==> config.mk <==
export PLATFORM = sky130hd
export DESIGN_NAME = rfba_frag_div
export DESIGN_NICKNAME = d
export VERILOG_FILES = /design/src/hdl/rfba_pkg.sv /design/src/hdl/rfba_frag_div.sv
export SDC_FILE = /design/constraint.sdc
export NUM_CORES = 1
export LEC_CHECK = 0
export BUFFER_PORTS_ARGS = -buffer_cell sky130_fd_sc_hd__buf_2
export CAP_MARGIN = 25
export CORE_UTILIZATION = 65
export CTS_CLUSTER_SIZE = 10
export DETAILED_ROUTE_END_ITERATION = 8
export MAX_ROUTING_LAYER = met4
export PLACE_DENSITY_LB_ADDON = 0.15
export SYNTH_ARGS = -nofsm -noshare
export SYNTH_HDL_FRONTEND = slang
export SYNTH_SLANG_ARGS = --single-unit
==> constraint.sdc <==
create_clock -name clk -period 9.6 [get_ports clk]
set_input_delay 0.48 -clock clk [delete_from_list [all_inputs] [get_ports clk]]
set_output_delay 0.48 -clock clk [all_outputs]
set_load 0.03 [all_outputs]
==> src/hdl/rfba_pkg.sv <==
// Shared constants, types and codes of the fragment byte accumulator.
package rfba_pkg;

  localparam logic [31:0] PART_SIZE     = 32'd9728000;
  localparam int          NUM_FRAGMENTS = 512;

  localparam int IDX_W  = (NUM_FRAGMENTS > 1) ? $clog2(NUM_FRAGMENTS) : 1;
  localparam int OFF_W  = 32;
  localparam int LEN_W  = OFF_W + 1;
  localparam int RIDX_W = 9;
  localparam int MODE_W = 2;

  // bytes [0, TABLE_END) are covered by the table
  localparam logic [63:0] TABLE_END = 64'(PART_SIZE) * 64'(NUM_FRAGMENTS);

  // floor(2^32 / PART_SIZE); estimate from it is the quotient or one short
  localparam logic [OFF_W:0] RECIP = 33'((64'd1 << 32) / 64'(PART_SIZE));

  localparam int                CNT_W     = 48;
  localparam logic [CNT_W-1:0]  CNT_MAX   = '1;
  localparam int                TOUCH_W   = 10;
  localparam logic [TOUCH_W-1:0] TOUCH_MAX = '1;

  typedef enum logic [MODE_W-1:0] {
    MODE_END  = 2'd0,
    MODE_LEN  = 2'd1,
    MODE_READ = 2'd2,
    MODE_NONE = 2'd3
  } mode_t;

  typedef enum logic [2:0] {
    S_CLEAR,
    S_IDLE,
    S_PREP,
    S_LOCATE,
    S_WALK,
    S_READ,
    S_DONE
  } state_t;

  // first fragment of a range and the bytes left in it from the start offset
  typedef struct packed {
    logic [IDX_W-1:0] idx;
    logic [OFF_W-1:0] avail;
  } frag_pos_t;

endpackage

==> src/hdl/rfba_frag_div.sv <==
// Start offset to fragment index and remaining bytes, by reciprocal multiply.
module rfba_frag_div (
  input  logic                         clk,
  input  logic                         load,
  input  logic [rfba_pkg::OFF_W-1:0]   start,
  output rfba_pkg::frag_pos_t          pos
);
  import rfba_pkg::*;

  logic [OFF_W-1:0]  start_r;
  logic [OFF_W-1:0]  qest_r;
  logic [OFF_W-1:0]  prod_r;
  logic [64:0]       scaled;
  logic [63:0]       prod_full;
  logic [OFF_W-1:0]  diff;
  logic [OFF_W-1:0]  q;
  logic [OFF_W-1:0]  off;

  assign scaled    = 65'(start) * 65'(RECIP);
  assign prod_full = 64'(qest_r) * 64'(PART_SIZE);

  // stage 1 on load, stage 2 free-running; pos is valid once stage 2 holds the product
  always_ff @(posedge clk) begin
    if (load) begin
      start_r <= start;
      qest_r  <= scaled[63:32];
    end
    prod_r <= prod_full[OFF_W-1:0];
  end

  // estimate is at most one below the true quotient
  always_comb begin
    diff = start_r - prod_r;
    if (diff >= PART_SIZE) begin
      q   = qest_r + 1'b1;
      off = diff - PART_SIZE;
    end else begin
      q   = qest_r;
      off = diff;
    end
    pos.idx   = q[IDX_W-1:0];
    pos.avail = PART_SIZE - off;
  end

endmodule
==> flow_metrics.py, run 1 <==
metrics = {
    "clock_tree": {
        "cts_num_sinks": 61,
        "ctsLongestPathBuffers": 2,
        "hold_buffers": 0,
        "cts_repair_resize_count": 0,
        "postCtsSetupBuffers": 0,
        "clkLatencyLatePin_ns": 0.34,
        "ctsHtreeMaxLevel": 3,
        "clk_root_buffer_cell": "sky130_fd_sc_hd__clkbuf_16",
        "clock_tree_from_tritoncts": "done",
        "cts_made_buffers": 9,
        "clk_transition_reported_paths_ns": 0.05,
    },
    "synthesis": {
        "synth_seq_area_share_pct": 15.25,
        "yosys.area.top_type_share_pct": 25.07,
        "dominantRegCellSynth": "sky130_fd_sc_hd__edfxtp_1",
        "syn-instance-count": 1046,
        "synth.largest_area_cell": "sky130_fd_sc_hd__fa_1",
        "synth-async-reset-ratio_pct": 0,
        "synth_warn": 0,
        "synth.top_cells.by_area": "sky130_fd_sc_hd__fa_1 25%, sky130_fd_sc_hd__ha_1 23%, sky130_fd_sc_hd__edfxtp_1 12%",
        "synth_fp_nets": 1407,
        "netlist_area_um2": 10700,
        "synth-edff-count": 41,
        "synthesized_area_divided_by_synthesized_cell_count_um2": 10.23,
        "ys_types": 81,
        "yosys_register_bits": 61,
    },
    "critical_path": {
        "cp_num_buf_inv": 3,
        "critPathKind": "flop to primary output",
        "reg2reg_depth": 18,
        "worst_setup_path_end_kind": "primary output",
        "critPathMaxStageDelay_ns": 0.71,
        "regToRegEndpoint": "prod_r[30]",
        "reg2reg_slack_ns": 4.32,
        "critical_path_arrival_ns": 5.78,
        "launch_instance_of_the_worst_register_to_register_path": "qest_r[7]",
        "cp_cell_sequence": "inv_1 -> ha_1 -> inv_1 -> fa_1 -> a21o_1 -> a221oi_4 -> o21ai_1 -> xor2_2 -> or3b_4 -> a31oi_4 -> nor3_2 -> nand2_1 -> o21ai_0 -> xnor2_1 -> nor2_1 -> a221o_1 -> a211oi_1 -> buf_2",
        "worst-path-max-fanout": 20,
        "cpMostUsedCell": "sky130_fd_sc_hd__inv_1",
        "critPathRequiredTime_ns": 9.12,
        "critPathTopFamily": "compound AO/OA/AOI/OAI gates",
        "worst_setup_path_start_kind": "flop",
        "critPathSlowestCell": "sky130_fd_sc_hd__xnor2_1",
    },
    "sta": {
        "max_slew_margin_pct": 37.46,
        "finClkSkew_ns": 0.006465,
        "setup_violations": 0,
        "slew_viol_final": 0,
        "rsz0062_at_grt": "no",
        "timing.final.crit_period_ns": 6.258,
        "worstMarginPinSlew_ns": 0.9381,
        "timing.fmax_mhz": 159.8,
        "final_hold_viol_count": 0,
        "setup_total_negative_slack_ns": 0,
        "post-route-period-util_pct": 65.19,
    },
    "floorplan": {
        "design.die.area_um2": 16980,
        "top_level_ports": 75,
        "floorplan.initialDensity_pct": 66.88,
        "chipHeight_um": 130.3,
        "die_x_um": 130.3,
        "core_um2": 16000,
        "std_cell_rows": 46,
    },
    "finish": {
        "insertedDiodeCount": 0,
        "area_delta_synth_final_pct": 7.939,
        "layout.nets": 1478,
        "drive_gt1_share_pct": 10.78,
    },
    "outcome": {
        "outcome": "finished, final reports clean",
    },
    "global_route": {
        "number_of_antenna_violations_at_the_first_check_in_global_routing": 0,
        "grt_max_degree": 42,
        "grt_first_pass_wirelength_um": 36190,
        "grt_remaining_overflow": 0,
        "overall_fraction_of_global_route_tracks_in_use_pct": 28.57,
        "number_of_global_route_vias_before_repair": 7661,
    },
    "drt": {
        "vias_per_cell": 5.842,
        "final_antenna_net_count": 0,
        "routed-via-count": 7817,
        "drt-initial-drc-count": 339,
        "drt_wl_total_um": 22020,
        "drt_drc_violations_left": 0,
        "drt_pass1_iterations": 5,
        "wl_per_cell_um": 16.46,
    },
    "placement": {
        "routabilityCongestion": 0.8881,
        "io_buffers": 74,
        "post-dp-hpwl_um": 18420,
    },
    "hold_path": {
        "min-delay-path-class": "primary input to flop",
        "worst_hold_startpoint": "start[0]",
        "whs_endpoint": "start_r[0]",
        "hold_path_depth": 1,
    },
    "job": {
        "maxCapViolCount": 0,
    },
}
==> cells by family (layout without fill, tap and decap cells) <==
| kind of cell | after synthesis | after routing | synth area share (%) |
|---|---|---|---|
| AND/OR/NAND/NOR | 219 | 219 | 10.67 |
| AO/OA/AOI/OAI | 214 | 214 | 14.23 |
| flip-flops | 61 | 61 | 15.25 |
| multiplexers | 3 | 3 | 0.2923 |
| adder cells (fa/ha/maj) | 327 | 327 | 47.63 |
| buffers and inverters | 144 | 220 | 5.402 |
| XOR/XNOR | 78 | 78 | 6.524 |
==> synth_stat cells, drive strengths merged (10+ instances only) <==
cell type  count
edfxtp        41
nor4          11
inv          128
nand2         41
o21ai         48
ha           193
nor3          31
a21o          18
fa           134
nor2          56
xnor2         59
a211oi        10
nand3         11
dfxtp         20
a21oi         55
xor2          19
==> sequential cells by signal, indices dropped and copies added, names as in the netlist <==
| register | flops |
|---|---|
| start_r | 32 |
| prod_r | 20 |
| qest_r | 9 |
==> per-stage QoR <==
| step | setup WS, ns | cells | hold WS, ns | util, % | instance area, um^2 |
|---|---|---|---|---|---|
| 2_1_floorplan | 3.970 | 1046 | 0.5691 | - | 10700 |
| 3_3_place_gp | 3.517 | 1322 | 0.7016 | 70.37 | 11260 |
| 3_5_place_dp | 3.472 | 1322 | 0.7157 | 70.37 | 11260 |
| 4_1_cts | 3.358 | 1338 | 0.4106 | 72.19 | 11550 |
| 5_1_grt | 2.837 | 1338 | 0.4179 | 72.19 | 11550 |
| 6_report | 3.342 | 1338 | 0.4269 | 72.19 | 11550 |
==> layout by cell type, fill, tap and decap left out, types with 4 or more instances in the layout <==
| master | synthesis | final |
|---|---|---|
| sky130_fd_sc_hd__nand2_1 | 41 | 41 |
| sky130_fd_sc_hd__or3_1 | 9 | 9 |
| sky130_fd_sc_hd__xor2_1 | 17 | 17 |
| sky130_fd_sc_hd__edfxtp_1 | 41 | 41 |
| sky130_fd_sc_hd__nor4_1 | 10 | 10 |
| sky130_fd_sc_hd__nand2b_1 | 6 | 6 |
| sky130_fd_sc_hd__and3_1 | 8 | 8 |
| sky130_fd_sc_hd__nand4_1 | 7 | 7 |
| sky130_fd_sc_hd__xnor2_1 | 59 | 59 |
| sky130_fd_sc_hd__buf_2 | 3 | 74 |
| sky130_fd_sc_hd__nor2_1 | 56 | 56 |
| sky130_fd_sc_hd__nor3_1 | 29 | 29 |
| sky130_fd_sc_hd__fa_1 | 134 | 134 |
| sky130_fd_sc_hd__or2_2 | 5 | 5 |
| sky130_fd_sc_hd__and2_1 | 8 | 8 |
| sky130_fd_sc_hd__o21a_1 | 9 | 9 |
| sky130_fd_sc_hd__o211ai_1 | 7 | 7 |
| sky130_fd_sc_hd__ha_1 | 193 | 193 |
| sky130_fd_sc_hd__a21oi_1 | 53 | 53 |
| sky130_fd_sc_hd__o21ai_1 | 4 | 4 |
| sky130_fd_sc_hd__nor2b_1 | 9 | 9 |
| sky130_fd_sc_hd__a21boi_0 | 7 | 7 |
| sky130_fd_sc_hd__a31oi_1 | 4 | 4 |
| sky130_fd_sc_hd__nand3_1 | 10 | 10 |
| sky130_fd_sc_hd__o21ai_0 | 44 | 44 |
| sky130_fd_sc_hd__a211oi_1 | 9 | 9 |
| sky130_fd_sc_hd__clkbuf_16 | 0 | 9 |
| sky130_fd_sc_hd__a21o_1 | 18 | 18 |
| sky130_fd_sc_hd__o31a_1 | 4 | 4 |
| sky130_fd_sc_hd__dfxtp_1 | 20 | 20 |
| sky130_fd_sc_hd__inv_1 | 128 | 128 |
| sky130_fd_sc_hd__o2111ai_1 | 4 | 4 |
==> area by class of cell <==
cell class / count / area [um^2]
clock buffers: 9 / 225.2
clock inverters: 7 / 66.31
fillers: 1268 / 4449
inverters: 128 / 480.5
multi-input cells: 841 / 8492
flip-flops and latches: 61 / 1632
well taps: 216 / 270.3
repair buffers: 76 / 385.4
==> per-layer routing <==
layer,global-route usage (%),vias up,wire length [um]
met5,-,-,0
met4,7.319,0,281
met3,3.321,23,832
met2,48.28,176,10900
met1,36.54,3782,10000
li1,-,3836,-
==> worst reg2reg max path: stages, from the launching register on <==
cell,delay [ns]
sky130_fd_sc_hd__edfxtp_1,0.57
sky130_fd_sc_hd__fa_1,0.55
sky130_fd_sc_hd__ha_1,0.30
sky130_fd_sc_hd__inv_1,0.05
sky130_fd_sc_hd__fa_1,0.53
sky130_fd_sc_hd__inv_1,0.06
sky130_fd_sc_hd__fa_1,0.47
sky130_fd_sc_hd__ha_1,0.32
sky130_fd_sc_hd__a21boi_0,0.24
sky130_fd_sc_hd__o21ai_0,0.14
sky130_fd_sc_hd__a21boi_0,0.24
sky130_fd_sc_hd__o21ai_0,0.15
sky130_fd_sc_hd__a21boi_0,0.25
sky130_fd_sc_hd__o21ai_0,0.14
sky130_fd_sc_hd__a21boi_0,0.24
sky130_fd_sc_hd__o21ai_0,0.13
sky130_fd_sc_hd__a21boi_0,0.36
sky130_fd_sc_hd__nor4_1,0.09
sky130_fd_sc_hd__a311o_1,0.33
==> how the worst max path moves through the flow <==
stage                     start         to  slack (ns)  cells past startpoint
CTS                 start_r[12]    pos[25]        3.36                     18
detailed placement    start[17]  qest_r[8]        3.47                     19
finish              start_r[12]    pos[25]        3.34                     18
global route        start_r[12]    pos[25]        2.84                     18
global placement      start[17]  qest_r[8]        3.52                     19
floorplan             start[17]  qest_r[8]        3.97                     18
Power of run 1 is not shown: default switching activity piles up to over one toggle a cycle in this logic, so the estimate is an artifact.
==> run 2: changes to the inputs <==
--- a/config.mk
+++ b/config.mk
@@ -7,7 +7,7 @@
 export LEC_CHECK = 0
 export BUFFER_PORTS_ARGS = -buffer_cell sky130_fd_sc_hd__buf_2
 export CAP_MARGIN = 25
-export CORE_UTILIZATION = 65
+export CORE_UTILIZATION = 64
 export CTS_CLUSTER_SIZE = 10
 export DETAILED_ROUTE_END_ITERATION = 8
 export MAX_ROUTING_LAYER = met4
==> constraint.sdc (replaced) <==
create_clock -name clk -period 6.5 [get_ports clk]
set_input_delay 0.325 -clock clk [delete_from_list [all_inputs] [get_ports clk]]
set_output_delay 0.325 -clock clk [all_outputs]
set_load 0.03 [all_outputs]
==> run 2 against run 1 <==
  * Die area rose by 1.5%
  * Routed wire length fell by 0.52%
  * First-iteration DRC count rose by 4.1%
  * Sequential share of layout area fell by 0.11 points
  * Register-to-register slack got worse by 3.2 ns
  * Sequential cell count did not move
  * Via count rose by 1.0%
  * Worst setup slack got worse by 2.8 ns
  * Global-route usage fell by 1.0 points
  * Final area rose by 0.81%
  * Highest routed layer unchanged
==> flow_metrics.py, run 2 (synthesis gave the netlist of run 1 again) <==
metrics = {
    "clock_tree": {
        "hold_buffers": 0,
        "cts_num_sinks": 61,
        "clk_root_buffer_cell": "sky130_fd_sc_hd__clkbuf_16",
        "postCtsSetupBuffers": 0,
        "cts_repair_resize_count": 0,
        "ctsLongestPathBuffers": 2,
        "clk_transition_reported_paths_ns": 0.06,
        "ctsHtreeMaxLevel": 3,
        "clkLatencyLatePin_ns": 0.34,
        "clock_tree_from_tritoncts": "done",
        "cts_made_buffers": 9,
    },
    "floorplan": {
        "floorplan.initialDensity_pct": 66.41,
        "die_x_um": 131.3,
        "design.die.area_um2": 17240,
        "chipHeight_um": 131.3,
        "top_level_ports": 75,
        "core_um2": 16120,
        "std_cell_rows": 46,
    },
    "placement": {
        "routabilityCongestion": 0.9227,
        "post-dp-hpwl_um": 17900,
        "detailedPlace.worstSlack_ns": 0.4652,
        "placed_cells": 1324,
        "io_buffers": 74,
    },
    "critical_path": {
        "critPathKind": "flop to primary output",
        "worst-path-max-fanout": 12,
        "critical_path_arrival_ns": 5.60,
        "cp_cell_sequence": "inv_1 -> ha_1 -> inv_1 -> fa_1 -> a21o_1 -> a221oi_4 -> o21ai_1 -> xor2_2 -> or3b_4 -> a31oi_4 -> nor3_2 -> nand2_1 -> o21ai_0 -> xnor2_1 -> nor2_1 -> a221o_1 -> a211oi_1 -> buf_2",
        "critPathMaxStageDelay_ns": 0.74,
        "launch_instance_of_the_worst_register_to_register_path": "qest_r[6]",
        "critPathTopFamily": "compound AO/OA/AOI/OAI gates",
        "critPathRequiredTime_ns": 6.17,
        "worst_setup_path_start_kind": "flop",
        "critPathSlowestCell": "sky130_fd_sc_hd__xnor2_1",
        "cp_num_buf_inv": 3,
        "setup.worst_path.start": "start_r[12]",
        "cpMostUsedCell": "sky130_fd_sc_hd__inv_1",
        "worst_setup_path_end_kind": "primary output",
    },
    "finish": {
        "layout.nets": 1480,
        "most_frequent_standard_cell_in_the_layout_excluding_fill_and_tap_cells": "sky130_fd_sc_hd__ha_1",
        "fillerInstances": 1211,
        "insertedDiodeCount": 0,
        "regMostFlops": "start_r",
        "area_delta_synth_final_pct": 8.815,
        "largest_register_ffs": 32,
        "count_of_non_filler_cells_in_the_finished_layout": 1340,
        "layout_common_cells": "193 x sky130_fd_sc_hd__ha_1, 134 x sky130_fd_sc_hd__fa_1, 128 x sky130_fd_sc_hd__inv_1",
        "drive_gt1_share_pct": 11.03,
        "biggestRegsByFlops": "start_r (32), prod_r (20), qest_r (9)",
    },
    "global_route": {
        "grt_remaining_overflow": 0,
        "grt_first_pass_wirelength_um": 36960,
        "grt_max_degree": 42,
        "number_of_global_route_vias_before_repair": 7789,
        "overall_fraction_of_global_route_tracks_in_use_pct": 27.55,
        "number_of_antenna_violations_at_the_first_check_in_global_routing": 0,
    },
    "drt": {
        "vias_per_cell": 5.893,
        "drt-initial-drc-count": 353,
        "final_antenna_net_count": 0,
        "drt_drc_violations_left": 0,
        "drt_wl_total_um": 21910,
        "wl_per_cell_um": 16.35,
        "drt_pass1_iterations": 5,
        "routed-via-count": 7897,
    },
    "sta": {
        "post-route-period-util_pct": 91.17,
        "slew_viol_final": 0,
        "final_hold_viol_count": 0,
        "rsz0062_at_grt": "no",
        "max_slew_margin_pct": 40.19,
        "setup_slack_ns": 0.5739,
        "timing.fmax_mhz": 168.7,
        "worstMarginPinSlew_ns": 0.8907,
        "finClkSkew_ns": 0.004666,
        "setup_total_negative_slack_ns": 0,
        "setup_violations": 0,
        "timing.final.crit_period_ns": 5.926,
    },
    "job": {
        "maxCapViolCount": 0,
    },
    "outcome": {
        "outcome": "finished, final reports clean",
    },
    "hold_path": {
        "worst_hold_startpoint": "start[0]",
        "min-delay-path-class": "primary input to flop",
    },
}
## run 2: metrics by stage
step | utilization (%) | area, um^2 | hold WS, ns
after global placement | 69.96 | 11270 | 0.6041
after detailed placement | 69.96 | 11270 | 0.6110
final | 72.26 | 11640 | 0.2627
after CTS | 72.26 | 11640 | 0.2578
after floorplan | - | 10700 | 0.4239
after global routing | 72.26 | 11640 | 0.2711
## run 2: layout make-up
class	count	area (um^2)	share of cell area (%)
Timing Repair Buffer	78	400.4	3.438
Inverter	128	480.5	4.126
Clock inverter	7	145.1	1.246
Multi-Input combinational cell	841	8492	72.92
Sequential cell	61	1632	14.01
Clock buffer	9	225.2	1.934
Tap cell	216	270.3	2.321
## run 2: per-layer routing
layer / track usage [%] / vias to the layer above / wire length (um)
met4: 7.171 / 0 / 364
li1: - / 3835 / -
met3: 3.164 / 32 / 938
met2: 45.07 / 213 / 10530
met1: 36.60 / 3817 / 10080
met5: - / - / 0
## run 2: worst paths after layout
kind,end,slack (ns),depth (start not counted)
setup reg to reg,prod_r[30],1.16,18
hold / removal,start_r[0],0.26,1
setup / recovery,pos[25],0.57,18
hold reg to reg,prod_r[12],0.71,0
Power of run 2 is left out for the same reason.
==> run 3: changes to the inputs <==
--- a/config.mk
+++ b/config.mk
@@ -5,7 +5,7 @@
 export SDC_FILE = /design/constraint.sdc
 export NUM_CORES = 1
 export LEC_CHECK = 0
-export BUFFER_PORTS_ARGS = -buffer_cell sky130_fd_sc_hd__buf_2
+export BUFFER_PORTS_ARGS = -buffer_cell sky130_fd_sc_hd__clkbuf_2
 export CAP_MARGIN = 25
 export CORE_UTILIZATION = 64
 export CTS_CLUSTER_SIZE = 10
==> run 3 against run 2 <==
  * Clock skew is 0.0023 ns higher
  * Non-clock buffer count is 1 higher
  * Maximum frequency is 0.23% higher
  * Register-to-register slack worse by 0.02 ns
  * First-iteration DRC count is 9.6% lower
  * Critical path depth stayed put
==> flow_metrics.py, run 3 (synthesis gave the netlist of run 1 again) <==
metrics = {
    "sta": {
        "timing.final.crit_period_ns": 5.912,
        "timing.fmax_mhz": 169.1,
        "setup_violations": 0,
        "max_slew_margin_pct": 40.14,
        "finClkSkew_ns": 0.006937,
        "worst_hold_slack_ns": 0.2687,
        "setup_total_negative_slack_ns": 0,
        "final_hold_viol_count": 0,
        "rsz0062_at_grt": "no",
        "post-route-period-util_pct": 90.96,
        "worstMarginPinSlew_ns": 0.8915,
        "slew_viol_final": 0,
    },
    "clock_tree": {
        "clock_tree_from_tritoncts": "done",
        "cts_num_sinks": 61,
        "hold_buffers": 0,
        "cts_made_buffers": 9,
        "ctsLongestPathBuffers": 2,
        "clkLatencyLatePin_ns": 0.34,
        "ctsHtreeMaxLevel": 3,
        "clk_root_buffer_cell": "sky130_fd_sc_hd__clkbuf_16",
        "clk_transition_reported_paths_ns": 0.06,
        "cts_repair_resize_count": 0,
        "postCtsSetupBuffers": 0,
    },
    "critical_path": {
        "regToRegEndpoint": "prod_r[30]",
        "critPathRequiredTime_ns": 6.17,
        "reg2reg_slack_ns": 1.14,
        "reg2reg_depth": 18,
        "worst_setup_path_end_kind": "primary output",
        "launch_instance_of_the_worst_register_to_register_path": "qest_r[7]",
        "worst_setup_path_start_kind": "flop",
        "critPathKind": "flop to primary output",
        "worst-path-max-fanout": 12,
        "critical_path_arrival_ns": 5.59,
    },
    "drt": {
        "final_antenna_net_count": 0,
        "drt_drc_violations_left": 0,
        "drt-initial-drc-count": 319,
        "routed-via-count": 7856,
        "vias_per_cell": 5.858,
        "wl_per_cell_um": 16.64,
        "drt_wl_total_um": 22310,
        "drt_pass1_iterations": 5,
    },
    "floorplan": {
        "floorplan.initialDensity_pct": 66.41,
        "core_um2": 16120,
        "die_x_um": 131.3,
        "std_cell_rows": 46,
        "design.die.area_um2": 17240,
        "chipHeight_um": 131.3,
        "top_level_ports": 75,
    },
    "hold_path": {
        "whs_endpoint": "start_r[0]",
        "hold_path_depth": 1,
        "worst_hold_startpoint": "start[0]",
        "min-delay-path-class": "primary input to flop",
    },
    "finish": {
        "regMostFlops": "start_r",
        "layout_common_cells": "193 x sky130_fd_sc_hd__ha_1, 134 x sky130_fd_sc_hd__fa_1, 128 x sky130_fd_sc_hd__inv_1",
        "most_frequent_standard_cell_in_the_layout_excluding_fill_and_tap_cells": "sky130_fd_sc_hd__ha_1",
        "area_delta_synth_final_pct": 9.002,
        "largest_register_ffs": 32,
        "layout.nets": 1481,
        "insertedDiodeCount": 0,
        "biggestRegsByFlops": "start_r (32), prod_r (20), qest_r (9)",
        "post-route-util_pct": 72.38,
        "drive_gt1_share_pct": 11.11,
    },
    "outcome": {
        "outcome": "finished, final reports clean",
    },
    "global_route": {
        "overall_fraction_of_global_route_tracks_in_use_pct": 28.83,
        "number_of_global_route_vias_before_repair": 8080,
        "grt_max_degree": 42,
        "grt_first_pass_wirelength_um": 38600,
        "number_of_antenna_violations_at_the_first_check_in_global_routing": 0,
        "grt_remaining_overflow": 0,
    },
    "placement": {
        "post-dp-hpwl_um": 18380,
        "routabilityCongestion": 0.9196,
        "io_buffers": 74,
    },
    "job": {
        "maxCapViolCount": 0,
    },
}
[run 3: worst max-delay path by stage]
stage | startpoint | end | slack, ns | cells past startpoint
6_report | start_r[12] | pos[25] | 0.59 | 18
5_1_grt | start_r[12] | pos[29] | 0.16 | 18
4_1_cts | start_r[12] | pos[25] | 0.59 | 18
3_5_place_dp | start[17] | qest_r[8] | 0.44 | 19
3_3_place_gp | start[17] | qest_r[8] | 0.57 | 19
2_1_floorplan | start[17] | qest_r[8] | 1.03 | 18
[run 3: cell type report]
type	instances	area (um^2)
multi-input cells	841	8492
fillers	1192	4451
flip-flops and latches	61	1632
inverters	128	480.5
repair buffers	79	420.4
well taps	216	270.3
clock buffers	9	225.2
clock inverters	7	145.1
[run 3: layer usage]
layer	wire length (um)	vias up	global-route usage (%)
met5	0	-	-
met4	598	0	8.915
met3	954	57	4.475
met2	10650	205	46.99
met1	10100	3749	37.10
li1	-	3845	-
[run 3: worst max-delay path, stage by stage, from the launching register on]
cell and delay (ns):
sky130_fd_sc_hd__edfxtp_1 0.35, sky130_fd_sc_hd__inv_1 0.07, sky130_fd_sc_hd__ha_1 0.16, sky130_fd_sc_hd__inv_1 0.05, sky130_fd_sc_hd__fa_1 0.39, sky130_fd_sc_hd__a21o_1 0.25
sky130_fd_sc_hd__a221oi_4 0.40, sky130_fd_sc_hd__o21ai_1 0.16, sky130_fd_sc_hd__xor2_2 0.37, sky130_fd_sc_hd__or3b_4 0.45, sky130_fd_sc_hd__a31oi_4 0.30, sky130_fd_sc_hd__nor3_2 0.15
sky130_fd_sc_hd__nand2_1 0.35, sky130_fd_sc_hd__o21ai_0 0.19, sky130_fd_sc_hd__xnor2_1 0.74, sky130_fd_sc_hd__nor2_1 0.13, sky130_fd_sc_hd__a221o_1 0.35, sky130_fd_sc_hd__a211oi_1 0.16
sky130_fd_sc_hd__clkbuf_2 0.23
[run 3: metrics by stage]
stage	area, um^2	instances	worst slack [ns]
floorplan	10700	1046	1.025
global placement	11270	1324	0.5689
detailed placement	11270	1324	0.4407
CTS	11640	1340	0.5877
global route	11660	1341	0.1602
finish	11660	1341	0.5875
Power of run 3 is left out for the same reason.
